===== src/rtl/ppe_pkg.sv =====
package ppe_pkg;

    // input action codes
    localparam logic [1:0] ACT_HIT  = 2'd0;
    localparam logic [1:0] ACT_MISS = 2'd1;
    localparam logic [1:0] ACT_EOL  = 2'd2;
    localparam logic [1:0] ACT_VIEW = 2'd3;

    // character bytes
    localparam logic [7:0] CH_AT    = 8'h40;
    localparam logic [7:0] CH_HASH  = 8'h23;
    localparam logic [7:0] CH_BANG  = 8'h21;
    localparam logic [7:0] CH_DOT   = 8'h2E;
    localparam logic [7:0] CH_ZERO  = 8'h30;
    localparam logic [7:0] CH_SPACE = 8'h20;
    localparam logic [7:0] CH_SLASH = 8'h2F;
    localparam logic [7:0] CH_NL    = 8'h0A;

    localparam int NUM_BITS   = 16;
    localparam int DIGIT_BITS = 5;

    // character select codes from controller to datapath
    localparam logic [3:0] SEL_SPACE  = 4'd0;
    localparam logic [3:0] SEL_NUM    = 4'd1;
    localparam logic [3:0] SEL_HASH   = 4'd2;
    localparam logic [3:0] SEL_BANG   = 4'd3;
    localparam logic [3:0] SEL_DIGIT  = 4'd4;
    localparam logic [3:0] SEL_LETTER = 4'd5;
    localparam logic [3:0] SEL_DOT    = 4'd6;
    localparam logic [3:0] SEL_SLASH  = 4'd7;
    localparam logic [3:0] SEL_NL     = 4'd8;
    localparam logic [3:0] SEL_RNUM   = 4'd9;

    typedef struct packed {
        logic       accept;
        logic       miss_inc;
        logic       miss_clr_known;
        logic       eol;
        logic       emit;
        logic [3:0] sel;
        logic       last;
    } ppe_cmd_t;

    typedef struct packed {
        logic out_free;
        logic miss_pend;
        logic region_diff;
        logic solid_need;
        logic high_diff;
        logic num_more;
        logic col_wrap;
    } ppe_stat_t;

endpackage


===== src/rtl/ppe_ctrl.sv =====
module ppe_ctrl (
    input  logic                aclk,
    input  logic                aresetn,
    input  logic                s_valid,
    output logic                s_ready,
    input  logic [1:0]          s_action,
    input  logic                s_facing,
    input  ppe_pkg::ppe_stat_t  stat,
    output ppe_pkg::ppe_cmd_t   cmd
);

    localparam logic [3:0] S_IDLE   = 4'd0;
    localparam logic [3:0] S_HIT    = 4'd1;
    localparam logic [3:0] S_SPACE  = 4'd2;
    localparam logic [3:0] S_MNUM   = 4'd3;
    localparam logic [3:0] S_HASH   = 4'd4;
    localparam logic [3:0] S_RNUM   = 4'd5;
    localparam logic [3:0] S_BANG   = 4'd6;
    localparam logic [3:0] S_DIGIT  = 4'd7;
    localparam logic [3:0] S_LETTER = 4'd8;
    localparam logic [3:0] S_DOT    = 4'd9;
    localparam logic [3:0] S_SLASH  = 4'd10;
    localparam logic [3:0] S_NL     = 4'd11;

    logic [3:0] state_reg, state_next;
    logic [3:0] ret_reg, ret_next;

    function automatic logic [3:0] after_solid(input ppe_pkg::ppe_stat_t st);
        return st.high_diff ? S_DIGIT : S_LETTER;
    endfunction

    function automatic logic [3:0] after_region(input ppe_pkg::ppe_stat_t st);
        return st.solid_need ? S_BANG : after_solid(st);
    endfunction

    function automatic logic [3:0] after_miss(input ppe_pkg::ppe_stat_t st);
        return st.region_diff ? S_HASH : after_region(st);
    endfunction

    always_comb begin
        logic [3:0] follow;
        logic [3:0] sel;
        logic       emitting;
        logic       col_char;

        cmd        = '0;
        state_next = state_reg;
        ret_next   = ret_reg;
        follow     = S_IDLE;
        sel        = ppe_pkg::SEL_NL;
        emitting   = 1'b0;
        col_char   = 1'b1;

        case (state_reg)
            S_IDLE: begin
                if (s_valid) begin
                    cmd.accept = 1'b1;
                    case (s_action)
                        ppe_pkg::ACT_HIT: begin
                            if (s_facing) begin
                                state_next = S_HIT;
                            end else begin
                                cmd.miss_inc = 1'b1;
                            end
                        end
                        ppe_pkg::ACT_MISS: begin
                            cmd.miss_inc       = 1'b1;
                            cmd.miss_clr_known = 1'b1;
                        end
                        ppe_pkg::ACT_EOL: begin
                            state_next = S_DOT;
                        end
                        default: begin
                            state_next = S_SLASH;
                            ret_next   = S_IDLE;
                        end
                    endcase
                end
            end
            S_HIT: begin
                state_next = stat.miss_pend ? S_SPACE : after_miss(stat);
            end
            S_SPACE: begin
                emitting = 1'b1;
                sel      = ppe_pkg::SEL_SPACE;
                follow   = S_MNUM;
            end
            S_MNUM: begin
                emitting = 1'b1;
                sel      = ppe_pkg::SEL_NUM;
                follow   = stat.num_more ? S_MNUM : after_miss(stat);
            end
            S_HASH: begin
                emitting = 1'b1;
                sel      = ppe_pkg::SEL_HASH;
                follow   = S_RNUM;
            end
            S_RNUM: begin
                emitting = 1'b1;
                sel      = ppe_pkg::SEL_RNUM;
                follow   = stat.num_more ? S_RNUM : after_region(stat);
            end
            S_BANG: begin
                emitting = 1'b1;
                sel      = ppe_pkg::SEL_BANG;
                follow   = after_solid(stat);
            end
            S_DIGIT: begin
                emitting = 1'b1;
                sel      = ppe_pkg::SEL_DIGIT;
                follow   = S_LETTER;
            end
            S_LETTER: begin
                emitting = 1'b1;
                sel      = ppe_pkg::SEL_LETTER;
                follow   = S_IDLE;
            end
            S_DOT: begin
                emitting = 1'b1;
                sel      = ppe_pkg::SEL_DOT;
                follow   = S_IDLE;
            end
            S_SLASH: begin
                emitting = 1'b1;
                col_char = 1'b0;
                sel      = ppe_pkg::SEL_SLASH;
                follow   = S_NL;
            end
            S_NL: begin
                emitting = 1'b1;
                col_char = 1'b0;
                sel      = ppe_pkg::SEL_NL;
                follow   = ret_reg;
            end
            default: begin
                state_next = S_IDLE;
            end
        endcase

        if (emitting && stat.out_free) begin
            cmd.emit = 1'b1;
            cmd.sel  = sel;
            cmd.eol  = (state_reg == S_DOT);
            if (col_char && stat.col_wrap) begin
                // inserted newline, then resume the sequence
                state_next = S_NL;
                ret_next   = follow;
                cmd.last   = 1'b0;
            end else begin
                state_next = follow;
                cmd.last   = (follow == S_IDLE);
            end
        end
    end

    always_ff @(posedge aclk) begin
        if (!aresetn) begin
            state_reg <= S_IDLE;
            ret_reg   <= S_IDLE;
        end else begin
            state_reg <= state_next;
            ret_reg   <= ret_next;
        end
    end

    assign s_ready = (state_reg == S_IDLE);

endmodule


===== src/rtl/ppe_datapath.sv =====
module ppe_datapath #(
    parameter int LAST_COLUMN = 74,
    parameter int ID_BITS     = 16
) (
    input  logic                aclk,
    input  logic                aresetn,
    input  ppe_pkg::ppe_cmd_t   cmd,
    output ppe_pkg::ppe_stat_t  stat,
    input  logic [7:0]          s_shade,
    input  logic [15:0]         s_region_id,
    input  logic [15:0]         s_solid_id,
    output logic                m_valid,
    input  logic                m_ready,
    output logic [7:0]          m_out_char,
    output logic                m_last_of_run
);

    localparam int RW = (ID_BITS < ppe_pkg::NUM_BITS) ? ID_BITS : ppe_pkg::NUM_BITS;
    localparam int DB = ppe_pkg::DIGIT_BITS;
    localparam int NB = ppe_pkg::NUM_BITS;
    localparam logic [6:0] LAST_COL = 7'(LAST_COLUMN);

    // latched transaction payload
    logic [7:0]    shade_reg;
    logic [RW-1:0] region_reg;
    logic [15:0]   solid_reg;

    logic [15:0]   miss_reg, miss_next;
    logic [RW-1:0] prev_region_reg, prev_region_next;
    logic [15:0]   prev_solid_reg, prev_solid_next;
    logic          known_reg, known_next;
    logic [2:0]    prev_high_reg, prev_high_next;
    logic [6:0]    column_reg, column_next;
    logic [NB-1:0] num_reg, num_next;

    logic          m_valid_reg, m_valid_next;
    logic [7:0]    m_char_reg, m_char_next;
    logic          m_last_reg, m_last_next;

    logic          col_wrap;
    logic          col_char;

    assign col_wrap = (column_reg >= LAST_COL);
    assign col_char = !(cmd.sel inside {ppe_pkg::SEL_NL, ppe_pkg::SEL_SLASH});

    assign stat.out_free    = !m_valid_reg || m_ready;
    assign stat.miss_pend   = (miss_reg != '0);
    assign stat.region_diff = (region_reg != prev_region_reg);
    assign stat.solid_need  = !known_reg || (prev_solid_reg != solid_reg);
    assign stat.high_diff   = (shade_reg[7:5] != prev_high_reg);
    assign stat.num_more    = (num_reg[NB-1:DB] != '0);
    assign stat.col_wrap    = col_wrap;

    always_comb begin
        miss_next        = miss_reg;
        prev_region_next = prev_region_reg;
        prev_solid_next  = prev_solid_reg;
        known_next       = known_reg;
        prev_high_next   = prev_high_reg;
        column_next      = column_reg;
        num_next         = num_reg;
        m_valid_next     = m_ready ? 1'b0 : m_valid_reg;
        m_char_next      = m_char_reg;
        m_last_next      = m_last_reg;

        if (cmd.miss_inc) begin
            if (miss_reg != 16'hFFFF) begin
                miss_next = miss_reg + 16'd1;
            end
            if (cmd.miss_clr_known) begin
                known_next = 1'b0;
            end
        end

        if (cmd.emit) begin
            m_valid_next = 1'b1;
            m_last_next  = cmd.last;
            case (cmd.sel)
                ppe_pkg::SEL_SPACE: begin
                    m_char_next = ppe_pkg::CH_SPACE;
                    num_next    = miss_reg;
                    miss_next   = '0;
                    known_next  = 1'b0;
                end
                ppe_pkg::SEL_NUM, ppe_pkg::SEL_RNUM: begin
                    m_char_next = ppe_pkg::CH_AT + 8'(num_reg[DB-1:0]);
                    num_next    = num_reg >> DB;
                end
                ppe_pkg::SEL_HASH: begin
                    m_char_next      = ppe_pkg::CH_HASH;
                    num_next         = NB'(region_reg);
                    prev_region_next = region_reg;
                    known_next       = 1'b0;
                end
                ppe_pkg::SEL_BANG: begin
                    m_char_next     = ppe_pkg::CH_BANG;
                    prev_solid_next = solid_reg;
                    known_next      = 1'b1;
                end
                ppe_pkg::SEL_DIGIT: begin
                    m_char_next    = ppe_pkg::CH_ZERO + 8'(shade_reg[7:5]);
                    prev_high_next = shade_reg[7:5];
                end
                ppe_pkg::SEL_LETTER: begin
                    m_char_next = ppe_pkg::CH_AT + 8'(shade_reg[4:0]);
                end
                ppe_pkg::SEL_DOT: begin
                    m_char_next = ppe_pkg::CH_DOT;
                end
                ppe_pkg::SEL_SLASH: begin
                    m_char_next = ppe_pkg::CH_SLASH;
                end
                default: begin
                    m_char_next = ppe_pkg::CH_NL;
                end
            endcase
            if (cmd.eol) begin
                known_next = 1'b0;
                miss_next  = '0;
            end
            if (col_char) begin
                column_next = col_wrap ? 7'd0 : column_reg + 7'd1;
            end
        end
    end

    always_ff @(posedge aclk) begin
        if (!aresetn) begin
            miss_reg        <= '0;
            prev_region_reg <= '0;
            prev_solid_reg  <= '0;
            known_reg       <= 1'b0;
            prev_high_reg   <= '0;
            column_reg      <= '0;
            m_valid_reg     <= 1'b0;
        end else begin
            miss_reg        <= miss_next;
            prev_region_reg <= prev_region_next;
            prev_solid_reg  <= prev_solid_next;
            known_reg       <= known_next;
            prev_high_reg   <= prev_high_next;
            column_reg      <= column_next;
            m_valid_reg     <= m_valid_next;
        end
    end

    always_ff @(posedge aclk) begin
        num_reg    <= num_next;
        m_char_reg <= m_char_next;
        m_last_reg <= m_last_next;
        if (cmd.accept) begin
            shade_reg  <= s_shade;
            region_reg <= s_region_id[RW-1:0];
            solid_reg  <= s_solid_id;
        end
    end

    assign m_valid       = m_valid_reg;
    assign m_out_char    = m_char_reg;
    assign m_last_of_run = m_last_reg;

endmodule


===== src/rtl/pretty_picture_pixel_encoder.sv =====
// output: a facing hit passes S_HIT before it emits its first character, end of line
// and end of view emit from the state entered on acceptance; misses produce no output
// throughput: one character per cycle from the output register while m_ready is high;
// a facing hit holds s_ready low through S_HIT until all its up to 14 characters
// are emitted, end of line and end of view likewise; misses do not stall the input
// reset: synchronous active-low aresetn clears counters, history and output valid
module pretty_picture_pixel_encoder #(
    parameter int LAST_COLUMN = 74,
    parameter int ID_BITS     = 16
) (
    input  logic        aclk,
    input  logic        aresetn,
    input  logic        s_valid,
    output logic        s_ready,
    input  logic [1:0]  s_action,
    input  logic        s_facing,
    input  logic [7:0]  s_shade,
    input  logic [15:0] s_region_id,
    input  logic [15:0] s_solid_id,
    output logic        m_valid,
    input  logic        m_ready,
    output logic [7:0]  m_out_char,
    output logic        m_last_of_run
);

    ppe_pkg::ppe_cmd_t  cmd;
    ppe_pkg::ppe_stat_t stat;

    ppe_ctrl u_ctrl (
        .aclk     (aclk),
        .aresetn  (aresetn),
        .s_valid  (s_valid),
        .s_ready  (s_ready),
        .s_action (s_action),
        .s_facing (s_facing),
        .stat     (stat),
        .cmd      (cmd)
    );

    ppe_datapath #(
        .LAST_COLUMN (LAST_COLUMN),
        .ID_BITS     (ID_BITS)
    ) u_datapath (
        .aclk          (aclk),
        .aresetn       (aresetn),
        .cmd           (cmd),
        .stat          (stat),
        .s_shade       (s_shade),
        .s_region_id   (s_region_id),
        .s_solid_id    (s_solid_id),
        .m_valid       (m_valid),
        .m_ready       (m_ready),
        .m_out_char    (m_out_char),
        .m_last_of_run (m_last_of_run)
    );

    // counted transactions never stall the input side
    a_miss_no_stall: assert property (@(posedge aclk) disable iff (!aresetn)
        (s_valid && s_ready && (s_action == ppe_pkg::ACT_MISS ||
         (s_action == ppe_pkg::ACT_HIT && !s_facing))) |=> s_ready)
        else $error("miss transaction stalled input");

    // end of view always produces output, so input must stall
    a_view_busy: assert property (@(posedge aclk) disable iff (!aresetn)
        (s_valid && s_ready && s_action == ppe_pkg::ACT_VIEW) |=> !s_ready)
        else $error("end of view did not occupy the encoder");

    // slash is always followed by a newline of the same run
    a_slash_not_last: assert property (@(posedge aclk) disable iff (!aresetn)
        (m_valid && m_out_char == ppe_pkg::CH_SLASH) |-> !m_last_of_run)
        else $error("slash marked as last of run");

endmodule


===== config.mk =====
export PLATFORM = sky130hd
export DESIGN_NAME = pretty_picture_pixel_encoder
export DESIGN_NICKNAME = d
export VERILOG_FILES = /design/src/rtl/ppe_pkg.sv /design/src/rtl/ppe_ctrl.sv /design/src/rtl/ppe_datapath.sv /design/src/rtl/pretty_picture_pixel_encoder.sv
export SDC_FILE = /design/constraint.sdc
export NUM_CORES = 1
export LEC_CHECK = 0
export ABC_AREA = 1
export BUFFER_PORTS_ARGS = -buffer_cell sky130_fd_sc_hd__buf_2
export CAP_MARGIN = 30
export CORE_UTILIZATION = 60
export DETAILED_ROUTE_END_ITERATION = 16
export GPL_TIMING_DRIVEN = 0
export MAX_ROUTING_LAYER = met4
export PLACE_DENSITY = 0.81
export SYNTH_ARGS = -nofsm -noshare
export SYNTH_HDL_FRONTEND = slang
export SYNTH_SLANG_ARGS = --single-unit
export TNS_END_PERCENT = 20

===== constraint.sdc =====
create_clock -name aclk -period 7.2 [get_ports aclk]
set_clock_uncertainty 0.15 [all_clocks]
set_input_delay 0.36 -clock aclk [delete_from_list [all_inputs] [get_ports aclk]]
set_output_delay 0.36 -clock aclk [all_outputs]
set_load 0.02 [all_outputs]

==> results.py, run 1 <==
metrics = {
    "run_status": {
        "status": "finished clean",
    },
    "die": {
        "die_area_um2": 11110,
        "io_pins": 58,
        "core_area_um2": 10320,
        "start_util": 0.6213,
        "rows": 37,
        "die_height_um": 105.4,
        "die_width_um": 105.4,
    },
    "cts": {
        "cts_tree": "yes",
        "cts_buffer_depth": 2,
        "clk_pin_slew_ns": 0.06,
        "cts_post_setup_buffers_inserted": 0,
        "cts_num_sinks": 132,
        "cts_max_level": 4,
        "clock_latency_ns": 0.55,
        "cts_buffers": 17,
        "clock-root-buffer": "clkbuf_8",
    },
    "finish": {
        "drive_gt1_frac": 0.1441,
        "syn2layout_area_growth_pct": 21.71,
        "fillers": 756,
        "regArea_um2": 3283,
        "n_antenna_cell": 0,
        "multi_input_area_um2": 2630,
        "final_nets": 954,
    },
    "placed_design": {
        "pre_cts_slack_ns": 4.398,
        "hpwl_mm": 11.32,
        "gp_congestion": 0.9638,
        "port_buffers": 56,
    },
    "routing": {
        "dr.pass1.iters": 6,
        "initialDrtViolationCount": 338,
        "ant_nets": 0,
        "wl_per_cell_um": 15.30,
        "drc": 0,
        "routed_wl_mm": 16.09,
        "vias": 5789,
        "viasPerCell": 5.503,
    },
    "synthesis": {
        "yosysMostFrequentCell": "nand2_1",
        "synthAdderAreaFrac": 0.007803,
        "synthSimpleGateAreaFrac": 0.2480,
        "synth_cell_types": 36,
        "ys_top_cells_by_count": "nand2_1, inv_1, a21oi_1, nor2_1, dfxtp_1",
        "synth_edf_count": 64,
        "yosys.area_share.xor_xnor": 0.04780,
        "muxShareOfSynthArea": 0,
        "synth_area_leaders": "edfxtp_1, dfxtp_1, nand2_1, a21oi_1, inv_1",
        "synth_top_cell_area_share": 0.2996,
        "postSynthAreaPerCell_um2": 8.149,
        "synth_ff_type": "dfxtp_1",
        "synth_area_um2": 6414,
        "async_flop_share": 0,
        "synth_compound_area_frac": 0.1052,
        "ys_ff_latch": 132,
        "synth_top_family_by_area": "simple AND/OR/NAND/NOR gates",
        "syn_inst": 787,
        "synth_fp_nets": 838,
        "yosysSeqAreaShare": 0.5119,
        "yosysWarnings": 0,
        "yosysTopAreaCell": "edfxtp_1",
    },
    "critical_path": {
        "rr_endpoint": "u_datapath.miss_reg[11]$_SDFF_PN0_",
        "worstSetupEndpointType": "flip-flop",
        "arrival_ns": 3.19,
        "crit_type": "reg2reg",
        "cp.required_ns": 7.53,
        "crit_start": "u_ctrl.state_reg[1]$_SDFFE_PN0P_",
        "cp_max_fo": 33,
        "r2r-start": "u_ctrl.state_reg[1]$_SDFFE_PN0P_",
        "rrSetupSlack_ns": 4.33,
        "start_kind": "flip-flop",
        "r2r_cells": 14,
    },
    "timing": {
        "worst_pin_slew_ns": 0.9457,
        "setup_ws_ns": 4.335,
        "period_needed_ns": 2.865,
        "maxSlewViolCount": 0,
        "setup_tns_ns": 0,
        "hold_violations": 0,
        "fin_crit_sh": 0.3980,
        "setup_viol": 0,
        "rsz0062_at_grt": "false",
        "slew_headroom": 0.3695,
        "fmax_mhz": 349.0,
    },
    "worst_hold_path": {
        "hold_start": "m_ready",
        "min_to": "u_datapath.m_valid$_SDFFE_PN0P_",
        "hold_path_class": "in2reg",
        "hold_depth": 4,
    },
    "flow_run": {
        "drv_cap": 0,
    },
    "global_routing": {
        "grt_pass1_vias": 5741,
        "grt_pass1_wl_mm": 26.31,
        "grt.total_usage": 0.3188,
        "grt_max_degree": 34,
        "grt_overflow": 0,
        "antenna_found_initial": 0,
    },
    "pwr": {
        "p_leak_nw": 3.237,
        "vdd_drop_max_mv": 0.2241,
        "pwr_density_cell_nw_per_um2": 349.1,
    },
}
[power breakdown]
part | internal [mW] | switching (mW)
Clock | 0.433 | 0.331
Sequential | 1.01 | 0.0923
Combinational | 0.261 | 0.597
[cell families after synthesis]
kind of cell    Yosys count
simple gates            365
flops                   132
compound gates          125
buf+inv                 125
xor+xnor                 35
fa+ha+maj                 4
other cells               1
[worst max-delay path, stage by stage (launching register included)]
cell and delay, ns:
dfxtp_1 0.38, nor2_1 0.22, nand2_1 0.20, nor2_4 0.38, buf_12 0.26, nand2_1 0.14, inv_2 0.11, nand2_2 0.12
inv_2 0.11, nand2_1 0.09, nor2_2 0.16, nand3_1 0.15, nor2_1 0.11, nor2_1 0.05, nor3_1 0.12
[what timing repair did]
action | in CTS | in global routing
setup endpoints to repair | 0 | 0
hold endpoints to repair | 40 | 0
gates resized for setup | 0 | 0
hold buffers | 40 | 0
[worst max-delay path by stage]
stage	depth (start not counted)	to	slack, ns
floorplan	13	u_datapath.miss_reg[11]$_SDFF_PN0_	4.15
global placement	13	u_datapath.miss_reg[11]$_SDFF_PN0_	3.35
detailed placement	14	u_datapath.num_reg[14]$_DFFE_PP_	4.40
CTS	14	u_datapath.miss_reg[11]$_SDFF_PN0_	4.36
global route	14	u_datapath.miss_reg[11]$_SDFF_PN0_	4.07
finish	14	u_datapath.miss_reg[11]$_SDFF_PN0_	4.33
[cell type report]
cell class / instances / share of cell area
Multi-Input combinational cell: 530 / 0.3369
Buffer: 15 / 0.01154
Inverter: 110 / 0.05321
Tap cell: 136 / 0.02180
Sequential cell: 132 / 0.4206
Clock inverter: 11 / 0.009937
Timing Repair Buffer: 97 / 0.08976
Clock buffer: 21 / 0.05626
[placed cells by master (no fill, tap or decap), types with 2 or more instances in the layout]
cell type	n
a211oi_1	4
a21oi_1	73
buf_2	59
buf_4	4
buf_6	2
clkbuf_1	8
clkbuf_16	16
clkbuf_8	2
clkinv_2	3
clkinv_4	2
clkinvlp_4	2
dfxtp_1	68
dlygate4sd3_1	40
edfxtp_1	64
ha_1	4
inv_1	96
inv_2	13
inv_6	3
nand2_1	194
nand2_2	9
nand3_1	37
nand4_1	18
nor2_1	73
nor2_2	7
nor2_4	4
nor3_1	14
nor4_1	4
o211ai_1	7
o21ai_0	21
o21ai_1	14
o221ai_1	4
xnor2_1	16
xor2_1	19
[layer usage]
layer,routed length [um],part of all wire,GRT usage,up-vias
met4,504,0.031,0.1590,0
met5,0,0,-,-
met3,908,0.056,0.07050,48
li1,-,-,-,2821
met1,6634,0.41,0.3546,2686
met2,8047,0.50,0.5409,234
[per-stage QoR]
| stage | area, um^2 | power [mW] | hold slack, ns | std cells | utilization |
|---|---|---|---|---|---|
| detailed placement | 6889 | 1.942 | 0.3147 | 980 | 0.6673 |
| global route | 7806 | 2.859 | 0.1068 | 1052 | 0.7562 |
| global placement | 6864 | 1.900 | 0.3033 | 979 | 0.6649 |
| floorplan | 6414 | 1.689 | 0.2938 | 787 | - |
| finish | 7806 | 2.725 | 0.07468 | 1052 | 0.7562 |
| CTS | 7806 | 2.714 | 0.06610 | 1052 | 0.7562 |
(Power assumes the default switching activity.)
==> run 2: changes to the inputs <==
Clock period 7.2 ns to 3 ns, I/O delays scaled along.
==> run 2 against run 1 <==
  * Flip-flop and latch count did not move
  * Critical path depth did not move
  * Routed wire length rose by 0.27%
  * Largest cell class unchanged
  * Non-clock buffer count rose by 5
  * Clock power rose to 2.8 times the previous value
  * Critical endpoint unchanged
  * Sequential power rose by 140%
  * Fmax rose by 3.0%
==> results.py, run 2 (synthesis results as in run 1) <==
metrics = {
    "timing": {
        "setup_tns_ns": 0,
        "fin_crit_sh": 0.9277,
        "setup_ws_ns": 0.2169,
        "worst_pin_slew_ns": 0.9247,
        "fmax_mhz": 359.3,
        "rsz0062_at_grt": "false",
        "slew_headroom": 0.3835,
        "maxSlewViolCount": 0,
        "period_needed_ns": 2.783,
        "hold_violations": 0,
        "setup_viol": 0,
    },
    "finish": {
        "multi_input_area_um2": 2630,
        "final_common_cell": "nand2_1",
        "fillers": 696,
        "fin_area_um2": 7960,
        "drive_gt1_frac": 0.1488,
        "n_antenna_cell": 0,
        "syn2layout_area_growth_pct": 24.11,
        "final_cell_mix": "nand2_1, inv_1, nor2_1, a21oi_1, dfxtp_1",
        "final_nets": 959,
        "regArea_um2": 3283,
    },
    "routing": {
        "wl_per_cell_um": 15.27,
        "ant_nets": 0,
        "drc": 0,
        "routed_wl_mm": 16.14,
        "viasPerCell": 5.378,
        "dr.pass1.iters": 4,
        "vias": 5685,
        "initialDrtViolationCount": 285,
    },
    "cts": {
        "cts_max_level": 4,
        "clock-root-buffer": "clkbuf_8",
        "cts_tree": "yes",
        "cts_num_sinks": 132,
        "cts_buffers": 17,
        "cts_buffer_depth": 2,
        "clock_latency_ns": 0.54,
        "cts_post_setup_buffers_inserted": 0,
        "clk_pin_slew_ns": 0.06,
    },
    "worst_hold_path": {
        "hold_path_class": "in2reg",
    },
    "global_routing": {
        "grt.total_usage": 0.3158,
        "grt_max_degree": 35,
        "grt_pass1_vias": 5628,
        "antenna_found_initial": 0,
        "grt_pass1_wl_mm": 26.12,
        "grt_overflow": 0,
    },
    "critical_path": {
        "critical_path.top_delay_family": "simple AND/OR/NAND/NOR gates",
        "cp.required_ns": 3.31,
        "crit_type": "reg2reg",
        "slowest_stage": "dfxtp_1",
        "crit_buf_inv": 3,
        "crit_end": "u_datapath.miss_reg[11]$_SDFF_PN0_",
        "crit_chain": "nor2_1 > nand2_1 > nor2_4 > buf_12 > nand2_1 > inv_2 > nand2_2 > inv_2 > nand2_1 > nor2_2 > nand3_1 > nor2_1 > nor2_1 > nor3_1",
        "r2r-start": "u_ctrl.state_reg[1]$_SDFFE_PN0P_",
        "arrival_ns": 3.09,
        "critPathMaxStageDelay_ns": 0.37,
        "r2r_cells": 14,
        "rrSetupSlack_ns": 0.22,
        "start_kind": "flip-flop",
        "crit_start": "u_ctrl.state_reg[1]$_SDFFE_PN0P_",
        "cp.depth": 14,
        "cp_max_fo": 34,
        "worstSetupEndpointType": "flip-flop",
        "rr_endpoint": "u_datapath.miss_reg[11]$_SDFF_PN0_",
    },
    "pwr": {
        "power.internal_mw": 4.375,
        "power_mw": 6.873,
        "clockPowerShare": 0.315,
        "pwr_density_cell_nw_per_um2": 863.5,
        "power_frac_seq": 0.385,
        "swShare": 0.3634,
        "vdd_drop_max_mv": 0.7349,
        "p_switching_mw": 2.498,
        "p_comb_frac": 0.300,
        "p_leak_nw": 3.303,
    },
    "placed_design": {
        "hpwl_mm": 11.09,
        "gp_congestion": 0.9537,
        "port_buffers": 56,
        "pre_cts_slack_ns": 0.2103,
        "placed_area_um2": 6889,
    },
    "die": {
        "io_pins": 58,
        "die_width_um": 105.4,
        "core_area_um2": 10320,
        "die_height_um": 105.4,
        "start_util": 0.6213,
        "rows": 37,
        "die_area_um2": 11110,
    },
    "run_status": {
        "status": "finished clean",
    },
    "flow_run": {
        "drv_cap": 0,
    },
}
-- run 2: worst min-delay path by stage --
stage | endpoint | cells past startpoint | slack (ns) | from
2_1_floorplan | u_datapath.region_reg[0]$_DFFE_PP_ | 0 | 0.1 | s_region_id[0]
3_3_place_gp | u_datapath.solid_reg[10]$_DFFE_PP_ | 1 | 0.18 | s_solid_id[10]
3_5_place_dp | u_datapath.region_reg[15]$_DFFE_PP_ | 1 | 0.18 | s_region_id[15]
4_1_cts | u_datapath.miss_reg[15]$_SDFF_PN0_ | 6 | 0.07 | s_facing
5_1_grt | u_datapath.miss_reg[15]$_SDFF_PN0_ | 6 | 0.15 | s_facing
6_report | u_datapath.miss_reg[15]$_SDFF_PN0_ | 6 | 0.11 | s_facing
-- run 2: worst register-to-register path, stage by stage (launching register included) --
cell	delay [ns]
dfxtp_1	0.37
nor2_1	0.24
nand2_1	0.18
nor2_4	0.35
buf_12	0.26
nand2_1	0.18
inv_2	0.11
nand2_2	0.12
inv_2	0.11
nand2_1	0.08
nor2_2	0.16
nand3_1	0.13
nor2_1	0.11
nor2_1	0.04
nor3_1	0.11
-- run 2: cell type report --
cell class / count / area share
clock buffer: 18 / 0.05376
clock inverter: 14 / 0.02373
tap: 136 / 0.02138
inverter: 110 / 0.05266
sequential: 132 / 0.4124
multi-input combinational: 530 / 0.3304
buffer: 15 / 0.01132
timing repair buffer: 102 / 0.09431
-- run 2: routing by layer --
layer,routed length (um),global-route usage,up-vias,part of all wire
met2,8163,0.5428,180,0.51
met5,0,-,-,0
met1,6674,0.3490,2633,0.41
met3,826,0.06617,38,0.051
met4,473,0.1539,0,0.029
li1,-,-,2834,-
-- run 2: what timing repair did --
| item | 4_1_cts | 5_1_grt |
|---|---|---|
| hold buffers | 45 | 0 |
| endpoints found under the setup margin | 0 | 16 |
| endpoints found under the hold margin | 61 | 0 |
| gates resized for setup | 0 | 1 |
-- run 2: metrics by stage --
| stage | hold slack, ns | instances | util |
|---|---|---|---|
| after floorplan | 0.09887 | 787 | - |
| after global placement | 0.1760 | 979 | 0.6654 |
| after detailed placement | 0.1781 | 980 | 0.6673 |
| after CTS | 0.07259 | 1057 | 0.7707 |
| after global routing | 0.1495 | 1057 | 0.7711 |
| final | 0.1089 | 1057 | 0.7711 |
-- run 2: power by group through the flow --
stage               Combinational [mW]  Clock (mW)  Sequential, mW
floorplan                         1.37           0            2.69
global placement                  1.90           0            2.66
detailed placement                1.97           0            2.68
CTS                               2.03        2.17            2.64
global route                      2.27        2.25            2.69
finish                            2.06        2.16            2.65
==> run 3: changes to the inputs <==
Settings changed: CORE_MARGIN from default to 5, PLACE_DENSITY 0.81 to 0.84.
==> run 3 against run 2 <==
  * Register-to-register slack lost 0.07 ns
  * Critical endpoint is now u_datapath.num_reg[8]$_DFFE_PP_
  * First-iteration DRC count grew 52%
  * Final cell count is essentially flat
  * Sequential share of layout area grew 0.36 points
==> results.py, run 3 (synthesis results as in run 1) <==
metrics = {
    "run_status": {
        "status": "finished clean",
    },
    "die": {
        "rows": 37,
        "io_pins": 58,
        "die_area_um2": 12860,
        "core_area_um2": 10370,
        "die_width_um": 113.4,
        "die_height_um": 113.4,
        "start_util": 0.6185,
    },
    "pwr": {
        "power_mw": 6.682,
        "power.internal_mw": 4.235,
        "p_leak_nw": 3.266,
        "clockPowerShare": 0.293,
        "vdd_drop_max_mv": 0.5692,
        "p_switching_mw": 2.448,
        "p_comb_frac": 0.310,
        "swShare": 0.3663,
        "pwr_density_cell_nw_per_um2": 846.8,
        "power_frac_seq": 0.397,
    },
    "global_routing": {
        "use_met1": 0.3175,
        "grt_pass1_vias": 6024,
        "use_met2": 0.4878,
        "busiest_layer": "met2",
        "grt.total_usage": 0.2853,
        "grt_max_degree": 34,
        "antenna_found_initial": 0,
        "grt_pass1_wl_mm": 27.97,
        "use_met3": 0.06950,
        "grt_overflow": 0,
    },
    "critical_path": {
        "cp_max_fo": 16,
        "rrSetupSlack_ns": 0.15,
        "start_kind": "flip-flop",
        "cp.required_ns": 3.02,
        "critical_path.top_delay_family": "simple AND/OR/NAND/NOR gates",
        "cp.depth": 14,
        "crit_buf_inv": 5,
        "slowest_stage": "inv_1",
        "critPathMaxStageDelay_ns": 0.48,
        "crit_chain": "inv_1 > nand2_1 > inv_2 > nand2_1 > inv_2 > a21oi_1 > nor2_2 > nor2_2 > nand2_2 > nor2_8 > inv_4 > nand3_1 > nand2_1 > inv_1",
        "worstSetupEndpointType": "flip-flop",
        "path_common_cell": "nand2_1",
        "arrival_ns": 2.87,
        "crit_type": "reg2reg",
        "r2r-start": "u_ctrl.state_reg[3]$_SDFFE_PN0P_",
        "rr_endpoint": "u_datapath.num_reg[8]$_DFFE_PP_",
        "r2r_cells": 14,
    },
    "placed_design": {
        "hpwl_mm": 11.65,
        "port_buffers": 56,
        "dp.cells": 980,
        "gp_congestion": 1.017,
    },
    "cts": {
        "clock_latency_ns": 0.54,
        "clk_pin_slew_ns": 0.06,
        "cts_max_level": 4,
        "cts_num_sinks": 132,
        "cts_tree": "yes",
        "cts_buffer_depth": 2,
        "cts_resized": 0,
        "cts_buffers": 17,
        "clock-root-buffer": "clkbuf_8",
    },
    "finish": {
        "syn2layout_area_growth_pct": 23.04,
        "final_nets": 959,
        "n_antenna_cell": 0,
        "final_cell_mix": "nand2_1, inv_1, nor2_1, a21oi_1, dfxtp_1",
        "final_cells": 1056,
        "final_common_cell": "nand2_1",
        "drive_gt1_frac": 0.1435,
        "fillers": 743,
    },
    "timing": {
        "period_needed_ns": 2.850,
        "worst_pin_slew_ns": 1.010,
        "fin_crit_sh": 0.9498,
        "fmax_mhz": 350.9,
        "maxSlewViolCount": 0,
        "hold_violations": 0,
        "rsz0062_at_grt": "false",
        "slew_headroom": 0.3264,
        "setup_viol": 0,
    },
    "worst_hold_path": {
        "min_to": "u_datapath.miss_reg[15]$_SDFF_PN0_",
        "hold_path_class": "in2reg",
        "hold_start": "s_facing",
        "hold_depth": 6,
    },
    "routing": {
        "drc": 0,
        "viasPerCell": 5.530,
        "initialDrtViolationCount": 433,
        "ant_nets": 0,
        "vias": 5840,
        "routed_wl_mm": 16.72,
        "dr.pass1.iters": 5,
        "wl_per_cell_um": 15.83,
    },
    "flow_run": {
        "drv_cap": 0,
    },
}
-- run 3: cell types whose count changed in the layout (fill, tap and decap cells not counted) --
cell        previous run  this run
inv_8                  3         0
clkbuf_1               5         7
clkinv_4               2         0
clkinvlp_4             2         4
bufinv_16              3         2
clkbuf_8               2         1
clkinv_1               0         1
clkinv_2               1         2
inv_1                 95        96
inv_6                  4         3
-- run 3: layout make-up --
type / count / area, um^2 / area share
well taps: 136 / 170.2 / 0.02156
flip-flops and latches: 132 / 3283 / 0.4160
plain buffers: 15 / 90.09 / 0.01142
multi-input cells: 530 / 2630 / 0.3333
clock buffers: 19 / 421.7 / 0.05343
repair buffers: 102 / 750.7 / 0.09513
clock inverters: 12 / 130.1 / 0.01649
inverters: 110 / 415.4 / 0.05264
-- run 3: metal layers --
| metal | vias up | part of all wire |
|---|---|---|
| li1 | 2818 | - |
| met1 | 2740 | 0.39 |
| met2 | 238 | 0.52 |
| met3 | 44 | 0.063 |
| met4 | 0 | 0.030 |
| met5 | - | 0 |
-- run 3: how the worst max path moves through the flow --
stage / startpoint / endpoint / slack (ns)
2_1_floorplan: u_ctrl.state_reg[1]$_SDFFE_PN0P_ / u_datapath.miss_reg[11]$_SDFF_PN0_ / 0.44
3_3_place_gp: u_ctrl.state_reg[1]$_SDFFE_PN0P_ / u_datapath.miss_reg[11]$_SDFF_PN0_ / -0.13
3_5_place_dp: u_ctrl.state_reg[3]$_SDFFE_PN0P_ / u_datapath.num_reg[14]$_DFFE_PP_ / 0.19
4_1_cts: u_ctrl.state_reg[3]$_SDFFE_PN0P_ / u_datapath.num_reg[13]$_DFFE_PP_ / 0.18
5_1_grt: u_ctrl.state_reg[3]$_SDFFE_PN0P_ / u_datapath.num_reg[13]$_DFFE_PP_ / 0.009
6_report: u_ctrl.state_reg[3]$_SDFFE_PN0P_ / u_datapath.num_reg[8]$_DFFE_PP_ / 0.15
-- run 3: power groups by stage --
stage	clock network [mW]	logic, mW	registers, mW
after floorplan	0	1.37	2.69
after global placement	0	1.89	2.66
after detailed placement	0	1.99	2.68
after CTS	1.97	2.05	2.64
after global routing	2.07	2.28	2.69
final	1.96	2.07	2.65
-- run 3: per-stage QoR --
| stage | setup TNS (ns) | worst slack [ns] | hold WS (ns) | cell area [um^2] | util |
|---|---|---|---|---|---|
| after detailed placement | 0 | 0.1881 | 0.1781 | 6889 | 0.6643 |
| after floorplan | 0 | 0.4362 | 0.09887 | 6419 | - |
| final | 0 | 0.1505 | 0.1288 | 7891 | 0.7610 |
| after CTS | 0 | 0.1781 | 0.08232 | 7891 | 0.7610 |
| after global routing | 0 | 0.008934 | 0.1425 | 7891 | 0.7610 |
| after global placement | -0.2924 | -0.1347 | 0.1759 | 6869 | 0.6624 |
-- run 3: worst register-to-register path, stage by stage (launching register included) --
cell and delay [ns]:
dfxtp_1 0.43, inv_1 0.06, nand2_1 0.14, inv_2 0.05, nand2_1 0.14, inv_2 0.06, a21oi_1 0.20, nor2_2 0.10
nor2_2 0.12, nand2_2 0.12, nor2_8 0.19, inv_4 0.11, nand3_1 0.08, nand2_1 0.05, inv_1 0.48
-- run 3: what timing repair did --
action | 4_1_cts | 5_1_grt
hold endpoints to repair | 61 | 0
hold buffers | 45 | 0
buffers inserted | 0 | 0
